`src/design/dq_pkg.sv`:
```
`timescale 1ns / 1ps
`default_nettype none

package dq_pkg;

  localparam int DEPTH      = 16;
  localparam int DATA_WIDTH = 32;
  localparam int ADDR_W     = $clog2(DEPTH);
  localparam int CNT_W      = $clog2(DEPTH + 1);

  localparam logic [2:0] MODE_PUSH_FRONT  = 3'd0;
  localparam logic [2:0] MODE_PUSH_BACK   = 3'd1;
  localparam logic [2:0] MODE_POP_FRONT   = 3'd2;
  localparam logic [2:0] MODE_POP_BACK    = 3'd3;
  localparam logic [2:0] MODE_DUMP_FWD    = 3'd4;
  localparam logic [2:0] MODE_DUMP_REV    = 3'd5;

  localparam logic [1:0] STATUS_OK    = 2'd0;
  localparam logic [1:0] STATUS_EMPTY = 2'd1;
  localparam logic [1:0] STATUS_FULL  = 2'd2;

  typedef struct packed {
    logic [2:0]                   mode;
    logic signed [DATA_WIDTH-1:0] push_value;
  } req_t;

  typedef struct packed {
    logic signed [DATA_WIDTH-1:0] result_value;
    logic [1:0]                   status;
    logic                         last_of_run;
  } rsp_t;

  // Ring position base + off, where base < DEPTH and off <= DEPTH.
  function automatic logic [ADDR_W-1:0] ring_add(logic [ADDR_W-1:0] base,
                                                 logic [CNT_W-1:0] off);
    logic [CNT_W:0] sum;
    sum = {{(CNT_W + 1 - ADDR_W){1'b0}}, base} + {1'b0, off};
    if (sum >= (CNT_W + 1)'(DEPTH)) begin
      sum = sum - (CNT_W + 1)'(DEPTH);
    end
    return sum[ADDR_W-1:0];
  endfunction

endpackage

`default_nettype wire

```
`src/design/dq_ram.sv`:
```
`timescale 1ns / 1ps
`default_nettype none

module dq_ram #(
  parameter int WIDTH = 32,
  parameter int DEPTH = 16
) (
  input  wire logic                     clk,
  input  wire logic                     wr_en,
  input  wire logic [$clog2(DEPTH)-1:0] wr_addr,
  input  wire logic [WIDTH-1:0]         wr_data,
  input  wire logic                     rd_en,
  input  wire logic [$clog2(DEPTH)-1:0] rd_addr,
  output logic      [WIDTH-1:0]         rd_data
);

  logic [WIDTH-1:0] mem [DEPTH];

  always_ff @(posedge clk) begin
    if (wr_en) begin
      mem[wr_addr] <= wr_data;
    end
    if (rd_en) begin
      rd_data <= mem[rd_addr];
    end
  end

endmodule

`default_nettype wire

```
`src/design/double_ended_queue_top.sv`:
```
`timescale 1ns / 1ps
`default_nettype none

// Double-ended queue of DEPTH signed words kept in a single ring memory with
// one write and one registered read port. A push answers with one status
// beat; a push into a full queue is rejected with status full.
// A pop first starts the memory read, then moves the word from the read
// register to the output once the output is free. A dump of N stored
// words starts the first read, then sends one word per cycle while the
// output is not stalled, the final beat marked last_of_run; a pop or dump
// on an empty queue answers with one empty beat. Requests are stalled
// while a pop or dump is in progress and while a result is held back by
// the output stall. Codes six and seven are taken and ignored.
module double_ended_queue_top (
  input  wire logic          clk,
  input  wire logic          rst,
  input  wire logic          req_valid,
  output logic               req_stall,
  input  wire dq_pkg::req_t  req,
  output logic               rsp_valid,
  input  wire logic          rsp_stall,
  output dq_pkg::rsp_t       rsp
);

  import dq_pkg::*;

  localparam logic [1:0] S_IDLE = 2'd0;
  localparam logic [1:0] S_POP  = 2'd1;
  localparam logic [1:0] S_DUMP = 2'd2;

  logic [1:0]            state, state_next;
  logic [ADDR_W-1:0]     front, front_next;
  logic [CNT_W-1:0]      count, count_next;
  logic [CNT_W-1:0]      idx, idx_next;
  logic                  dump_reverse, dump_reverse_next;

  logic                  out_free;
  logic                  accept;
  logic                  rsp_load;
  rsp_t                  rsp_next;

  logic                  wr_en;
  logic [ADDR_W-1:0]     wr_addr;
  logic                  rd_en;
  logic [ADDR_W-1:0]     rd_addr;
  logic [DATA_WIDTH-1:0] rd_data;

  logic                  is_empty;
  logic                  is_full;
  logic [CNT_W-1:0]      idx_inc;
  logic                  dump_last;

  dq_ram #(
    .WIDTH(DATA_WIDTH),
    .DEPTH(DEPTH)
  ) u_ram (
    .clk    (clk),
    .wr_en  (wr_en),
    .wr_addr(wr_addr),
    .wr_data(req.push_value),
    .rd_en  (rd_en),
    .rd_addr(rd_addr),
    .rd_data(rd_data)
  );

  assign out_free  = !rsp_valid || !rsp_stall;
  assign req_stall = (state != S_IDLE) || !out_free;
  assign accept    = req_valid && !req_stall;
  assign is_empty  = (count == '0);
  assign is_full   = (count == CNT_W'(DEPTH));
  assign idx_inc   = idx + CNT_W'(1);
  assign dump_last = (idx_inc == count);

  always_comb begin
    state_next        = state;
    front_next        = front;
    count_next        = count;
    idx_next          = idx;
    dump_reverse_next = dump_reverse;
    wr_en             = 1'b0;
    wr_addr           = front;
    rd_en             = 1'b0;
    rd_addr           = front;
    rsp_load          = 1'b0;
    rsp_next          = '{result_value: '0, status: STATUS_OK, last_of_run: 1'b1};

    case (state)
      S_IDLE: begin
        if (accept) begin
          case (req.mode)
            MODE_PUSH_FRONT, MODE_PUSH_BACK: begin
              rsp_load = 1'b1;
              if (is_full) begin
                rsp_next.status = STATUS_FULL;
              end else begin
                wr_en      = 1'b1;
                count_next = count + CNT_W'(1);
                if (req.mode == MODE_PUSH_FRONT) begin
                  front_next = (front == '0) ? ADDR_W'(DEPTH - 1) : front - ADDR_W'(1);
                  wr_addr    = front_next;
                end else begin
                  wr_addr = ring_add(front, count);
                end
              end
            end
            MODE_POP_FRONT, MODE_POP_BACK: begin
              if (is_empty) begin
                rsp_load        = 1'b1;
                rsp_next.status = STATUS_EMPTY;
              end else begin
                rd_en      = 1'b1;
                count_next = count - CNT_W'(1);
                state_next = S_POP;
                if (req.mode == MODE_POP_FRONT) begin
                  rd_addr    = front;
                  front_next = ring_add(front, CNT_W'(1));
                end else begin
                  rd_addr = ring_add(front, count - CNT_W'(1));
                end
                // Emptying the queue resets both ends.
                if (count == CNT_W'(1)) begin
                  front_next = '0;
                end
              end
            end
            MODE_DUMP_FWD, MODE_DUMP_REV: begin
              if (is_empty) begin
                rsp_load        = 1'b1;
                rsp_next.status = STATUS_EMPTY;
              end else begin
                rd_en             = 1'b1;
                idx_next          = '0;
                dump_reverse_next = (req.mode == MODE_DUMP_REV);
                state_next        = S_DUMP;
                rd_addr = ring_add(front, (req.mode == MODE_DUMP_REV) ?
                                          count - CNT_W'(1) : '0);
              end
            end
            default: begin
            end
          endcase
        end
      end
      S_POP: begin
        if (out_free) begin
          rsp_load              = 1'b1;
          rsp_next.result_value = rd_data;
          state_next            = S_IDLE;
        end
      end
      S_DUMP: begin
        // The word at position idx sits in the read register; fetch the next
        // one in the same cycle that this one moves to the output.
        if (out_free) begin
          rsp_load              = 1'b1;
          rsp_next.result_value = rd_data;
          rsp_next.last_of_run  = dump_last;
          if (dump_last) begin
            state_next = S_IDLE;
          end else begin
            rd_en    = 1'b1;
            idx_next = idx_inc;
            rd_addr  = ring_add(front, dump_reverse ?
                                       count - CNT_W'(1) - idx_inc : idx_inc);
          end
        end
      end
      default: begin
        state_next = S_IDLE;
      end
    endcase
  end

  always_ff @(posedge clk) begin
    if (rst) begin
      state        <= S_IDLE;
      front        <= '0;
      count        <= '0;
      idx          <= '0;
      dump_reverse <= 1'b0;
      rsp_valid    <= 1'b0;
    end else begin
      state        <= state_next;
      front        <= front_next;
      count        <= count_next;
      idx          <= idx_next;
      dump_reverse <= dump_reverse_next;
      if (rsp_load) begin
        rsp_valid <= 1'b1;
      end else if (!rsp_stall) begin
        rsp_valid <= 1'b0;
      end
    end
  end

  always_ff @(posedge clk) begin
    if (rsp_load) begin
      rsp <= rsp_next;
    end
  end

endmodule

`default_nettype wire
```
`config.mk`:
```
export PLATFORM = sky130hd
export DESIGN_NAME = double_ended_queue_top
export DESIGN_NICKNAME = d
export VERILOG_FILES = /design/src/design/dq_pkg.sv /design/src/design/dq_ram.sv /design/src/design/double_ended_queue_top.sv
export SDC_FILE = /design/constraint.sdc
export NUM_CORES = 1
export LEC_CHECK = 0
export ABC_AREA = 1
export BUFFER_PORTS_ARGS = -buffer_cell sky130_fd_sc_hd__buf_2
export CAP_MARGIN = 5
export CORE_UTILIZATION = 40
export CTS_CLUSTER_SIZE = 16
export DETAILED_ROUTE_END_ITERATION = 10
export GPL_TIMING_DRIVEN = 1
export PLACE_DENSITY_LB_ADDON = 0.05
export SKIP_CTS_REPAIR_TIMING = 1
export SYNTH_ARGS = -nofsm -noshare
export SYNTH_HDL_FRONTEND = slang
export SYNTH_HIERARCHICAL = 1
export SYNTH_SLANG_ARGS = --single-unit
```
`constraint.sdc`:
```
create_clock -name clk -period 5.06 [get_ports clk]
set_input_delay 1.518 -clock clk [delete_from_list [all_inputs] [get_ports clk]]
set_output_delay 1.518 -clock clk [all_outputs]
set_load 0.02 [all_outputs]
```
# After elaboration in Yosys (flattened, before gate mapping)
# Memory sizes are Yosys's and may differ from the RTL's. A register that Yosys moved wholly into a read port is not among the register bits.
# Index checks and enable logic that the tools add are counted.
# Widths: inputs -> output; s select.
[totals] reg_bits=53 mem_bits_rw=512 input_bits=39 word_cells=149 memories=1
[op_classes] n_addsub=15 n_lt_le_gt_ge=5 n_eq_ne=25 muxes=66 bitwise_logic=1 reduce_logical=27
[memory_table] name="u_ram.mem" words=16 word_bits=32 read_ports=1 rd_ports_with_merged_regs=1 write_ports=1 line_no="dq_ram.sv:17" source="logic [WIDTH-1:0] mem [DEPTH];"
[ops] cell="$mux 4" n=22
[ops] cell="$mux 5" n=9
[ops] cell="$add 4x5->6" n=4
[ops] cell="$ge 6x5->1 const B" n=4
[ops] cell="$pmux 4 s2" n=3
[ops] cell="$sub 4x1->4 const B" n=6
[ops] cell="$pmux 5 s2" n=2
[ops] cell="$ne 2x2->1 const B" n=9
[ops] cell="$mux 1" n=17
[ops] cell="$mux 2" n=7
[ops] cell="$reduce_and 7->1" n=2
[ops] cell="$add 5x1->5 const B" n=2
[ops] cell="$ne 3x3->1 const B" n=3
[ops] cell="$pmux 2 s2" n=2
[ops] cell="$reduce_or 2->1" n=4
[ops] cell="$eq 3x2->1 const B" n=2
[ops] cell="$eq 3x3->1 const B" n=2
[ops] cell="$pmux 1 s2" n=3
[ops] cell="$pmux 2 s3" n=1
[ops] cell="$reduce_and 2->1" n=3
[ops] cell="$reduce_and 6->1" n=1
[ops] cell="$reduce_bool 2->1" n=3
[ops] cell="$add 4x1->5 const B" n=1
[ops] cell="$eq 5x1->1 const B" n=1
[ops] cell="other kinds (21)" n=26

# Depth between registers and ports, before layout
[depth] depth_word=10 mapped_depth=24 depth_no_buf=22

# Modules after synthesis
# The synthesis kept the hierarchy.
[by_module_without_submodules] mod="dq_ram" instances=1 cells_per_inst=2122 area_per_inst_um2=23052.1 seq_area_each_um2=16335.7
[by_module_without_submodules] mod="double_ended_queue_top" instances=1 cells_per_inst=524 area_per_inst_um2=3918.8 seq_area_each_um2=1411.4

# Least setup slack after synthesis
# OpenSTA, ideal clock, no wires.
[synth_timing] path_type="input port to flip-flop" startpoint="input req[34] (netlist name)" endpoint="memory u_ram.mem[13][0], enable pin" setup_ps=421 arrival_ps=4210 setup_slack_ps=429 cell_stages=10 cell_sequence="inv_1 -> ha_1 -> inv_1 -> nor3_2 -> o21ai_0 -> o21ai_0 -> inv_1 -> nor2_1 -> nand2_1 -> nor2_1"
[synth_between] elab_chain_cells=7 elab_cells_between_ends=13 cone_classes="eq/ne (1); mux (10); reduce/logical (2)"
[synth_lines] element="from (decl)" line_no="double_ended_queue_top.sv:19" source="input wire dq_pkg::req_t req,"
[synth_lines] element="$eq 3x1->1 / $logic_not 3->1 (equally long branches)" line_no="double_ended_queue_top.sv:90" source="case (req.mode)"
[synth_lines] element="$reduce_or 2->1 *" line_no="double_ended_queue_top.sv:90"
[synth_lines] element="$mux 1 *" line_no="double_ended_queue_top.sv:90"
[synth_lines] element="$mux 1 *" line_no="double_ended_queue_top.sv:89" source="if (accept) begin"
[synth_lines] element="$mux 1 *" line_no="double_ended_queue_top.sv:87" source="case (state)"
[synth_lines] element="named net wr_en" line_no="double_ended_queue_top.sv:42" source="logic wr_en;"
[synth_lines] element="$mux 1 *" line_no="dq_ram.sv:20" source="if (wr_en) begin"
[synth_lines] element="$mux 1 (implied by the code) *" line_no="dq_ram.sv:21" source="mem[wr_addr] <= wr_data;"
[synth_lines] element="to (decl)" line_no="dq_ram.sv:17"
# The timed path passes the listed nets; every way through them passes the cells marked *.

# Worst setup path after layout
[layout_timing] startpoint="register count[0]" endpoint="register u_ram.rd_data[19], read port of u_ram.mem, data pin"
[layout_between] elab_chain_cells=9 elab_cells_between_ends=32 cone_classes="add/sub (8); order compare (3); eq/ne (1); mux (19); reduce/logical (1)"
[layout_lines] element="from (decl)" line_no="double_ended_queue_top.sv:33" source="logic [CNT_W-1:0] count, count_next;"
[layout_lines] element="from (signal assigned)" line_no="double_ended_queue_top.sv:185" source="count <= count_next;"
[layout_lines] element="$sub 5x1->5" line_no="double_ended_queue_top.sv:118, double_ended_queue_top.sv:136, double_ended_queue_top.sv:164"
[layout_lines] element="$sub 5x5->5 (tied with other cells)" line_no="double_ended_queue_top.sv:164" source="count - CNT_W'(1) - idx_inc : idx_inc);"
[layout_lines] element="$mux 5 (tied with other cells)" line_no="double_ended_queue_top.sv:163" source="rd_addr = ring_add(front, dump_reverse ?"
[layout_lines] element="$add 4x5->6 (tied with other cells)" line_no="dq_pkg.sv:37" source="sum = {{(CNT_W + 1 - ADDR_W){1'b0}}, base} + {1'b0, off};"
[layout_lines] element="$ge 6x5->1 (tied with other cells)" line_no="dq_pkg.sv:38" source="if (sum >= (CNT_W + 1)'(DEPTH)) begin"
[layout_lines] element="$mux 4 (on tied branches)" line_no="dq_pkg.sv:38, double_ended_queue_top.sv:107, double_ended_queue_top.sv:127"
[layout_lines] element="$mux 4 / $pmux 4 s2 (equally long branches)" line_no="double_ended_queue_top.sv:158, double_ended_queue_top.sv:90"
[layout_lines] element="$mux 4 (on tied branches)" line_no="double_ended_queue_top.sv:154, double_ended_queue_top.sv:89"
[layout_lines] element="$pmux 4 s2 *" line_no="double_ended_queue_top.sv:87"
[layout_lines] element="named net rd_addr[2]" line_no="double_ended_queue_top.sv:45" source="logic [ADDR_W-1:0] rd_addr;"
[layout_lines] element="to (decl)" line_no="dq_ram.sv:14" source="output logic [WIDTH-1:0] rd_data"
# Marks and branches as above.
# A chain may end at the register's enable or synchronous reset.

==> results_dict.tcl <==
set metrics [dict create \
    rsz0062_at_grt "false" \
    gp_congestion 0.8456 \
    critPathMaxFanout 25 \
    ys_ff_latch 597 \
    yosysMostFrequentCell "nand2_1" \
    dp_hpwl_um 37580 \
    crit_buf_inv 3 \
    crit_type "reg -> reg" \
    cts_tree "done" \
    dr_wl_met2_um 33200 \
    grt_pass1_wl_um 108900 \
    drive_above_1_share_pct 9.907 \
    cp_data_arrival_time_ps 4430 \
    synth_area_leaders "edfxtp_1 (64%), nand2_1 (11%), nand3_1 (8.2%)" \
    fin_crit_ps 4076 \
    yosys.area.top_type "edfxtp_1" \
    async_flop_share_pct 0 \
    cp-end-kind "flop" \
    synth_top_area_share_pct 64.46 \
    clk_pin_slew_ps 60 \
    ys_top_cells_by_count "nand2_1 (793), edfxtp_1 (579), inv_1 (471)" \
    die_h_um 261.7 \
    dr.pass1.iters 5 \
    final.fill_count 6253 \
    netlist_area_um2 26970 \
    p_leak_uw 0.01301 \
    timing.final.crit_share_pct 80.54 \
    nets 2808 \
    grt_pass1_vias 17525 \
    io_buffers 75 \
    slew_viol_final 0 \
    syn_avg_cell_area_um2 10.19 \
    wl_met3_um 2845 \
    cp.required_ps 5410 \
    start_util_pct 40.73 \
    die_area_um2 68470 \
    crit_slowest_cell "buf_4" \
    fin_skew_ps 15.59 \
    die-width_um 261.7 \
    synth_edf_count 579 \
    irDropWorstVdd_mv 0.2868 \
    core_area_um2 66220 \
    wire_per_inst_um 19.49 \
    outcome "complete, no violations" \
    relSlewSlack_pct 52.91 \
    syn_nets 2720 \
    grt_max_degree 97 \
    route.top_layer_used "met5" \
    setup_viol 0 \
    cts_buffers 69 \
    final_hold_viol_count 0 \
    clk_path_buf_depth 3 \
    ant_nets 0 \
    met1_length_um 33690 \
    cts_htree_levels 3 \
    yosysSeqAreaShare_pct 65.80 \
    start_kind "flop" \
    clock_sinks 597 \
    hold_class "reg -> reg" \
    fmaxAchievable_mhz 245.4 \
    synth_warnings 6 \
    critPathMaxStageDelay_ps 480 \
    grt_overflow 0 \
    max_cap_violations 0 \
    p_per_area_nw_per_um2 501.2 \
    num_io_pins 76 \
    antenna_found_initial 2 \
    synthCells 2646 \
    crit_family "adder cells" \
    vias_per_cell 4.948 \
    vias 18071 \
    rows 94 \
    clock_latency_ps 600 \
    p_total_uw 15400 \
    syn_to_final_growth_pct 13.90 \
    dr.first_iter.drc_count 1414 \
    synthFlopType "edfxtp_1" \
    crit_path_frequent_cell "nand3_1" \
    ys_types 41 \
    grtUsageTotal_pct 21.40 \
    crit_chain "inv_1, ha_1, xnor2_1, inv_1, ha_1, xor2_1, o21ai_0, ha_1, xor2_1, nand3_1, nand3_1, nand2_4, buf_4, nand3_1, nand3_1, nand2_1" \
    wirelength_um 71170 \
    drc 0 \
    worst-slew-pin-transition_ps 702.5 \
    fin_tns_setup_ps 0 \
    cts_root_buffer "clkbuf_16" \
]
layout by cell type (no fill, tap or decap), types with 3 or more instances in the layout:
master / n
a21oi_1: 30
buf_12: 28
buf_2: 75
buf_4: 30
bufinv_16: 3
clkbuf_1: 11
clkbuf_16: 70
clkinv_1: 21
clkinv_2: 12
dfxtp_1: 18
edfxtp_1: 579
fa_1: 5
ha_1: 30
inv_1: 468
inv_2: 6
nand2_1: 788
nand2_2: 5
nand2_4: 4
nand3_1: 439
nand3_2: 3
nand4_1: 5
nor2_1: 67
nor2_2: 4
nor2_4: 18
nor3_2: 3
o211ai_1: 4
o21ai_0: 23
o22ai_1: 4
xnor2_1: 4
xor2_1: 6
kinds of logic after synthesis:
family	after synthesis	share of synthesized area, %
AO/OA/AOI/OAI	68	1.424
buffers and inverters	593	9.445
XOR/XNOR	10	0.3247
flip-flops	597	65.80
adder cells (fa/ha/maj)	35	1.763
AND/OR/NAND/NOR	1343	21.24
layer usage:
layer / GRT usage (%) / vias to the layer above
met5: 0 / -
met4: 4.990 / 4
met3: 3.347 / 111
met2: 34.69 / 360
met1: 30.21 / 8822
li1: - / 8774
cell type report:
class	instances	area [µm²]	share of cell area [%]
multi-input combinational	1456	6829	22.23
inverter	477	1800	5.861
tap	864	1081	3.519
clock inverter	42	304.0	0.9897
clock buffer	81	1793	5.836
timing repair buffer	133	1161	3.780
sequential	597	17750	57.77
antenna	2	5.005	0.01629
report_power, final:
group / switching (µW) / internal (µW) / total [µW]
Combinational: 3210 / 1410 / 4620
Sequential: 154 / 5950 / 6110
Clock: 1980 / 2690 / 4670
flip-flops by register name, summed over array words and instances (netlist names):
| name | flops |
|---|---|
| state | 2 |
| u_ram/rd_data | 32 |
| front | 4 |
| idx | 5 |
| count | 5 |
| rsp | 35 |
| rsp_valid | 1 |
| u_ram/mem | 512 |
| dump_reverse | 1 |
metrics by stage:
stage	hold slack [ps]	utilization (%)	worst slack (ps)	instance area (µm²)	instances
final	544.3	46.39	984.4	30720	3652
after detailed placement	536.5	43.22	492.5	28620	3527
after global placement	533.6	43.22	547.0	28620	3527
after CTS	549.3	46.39	958.2	30720	3650
after floorplan	503.3	-	428.5	26970	2646
after global routing	579.6	46.39	618.0	30720	3650
worst min-delay path: cells and delay by family, from the launching register on:
| family | cells | cell delay [ps] |
|---|---|---|
| flip-flops | 1 | 330 |
| AO/OA/AOI/OAI | 1 | 120 |
| AND/OR/NAND/NOR | 1 | 50 |
final timing paths:
path	startpoint	to	slack (ps)	depth (start not counted)
worst max register to register	count[0]	u_ram/rd_data[19]	980	16
worst max-delay path	count[0]	u_ram/rd_data[19]	980	16
worst min-delay path	state[0]	state[0]	540	2
worst min register to register	state[0]	state[0]	540	2
(Power assumes the default switching activity.)
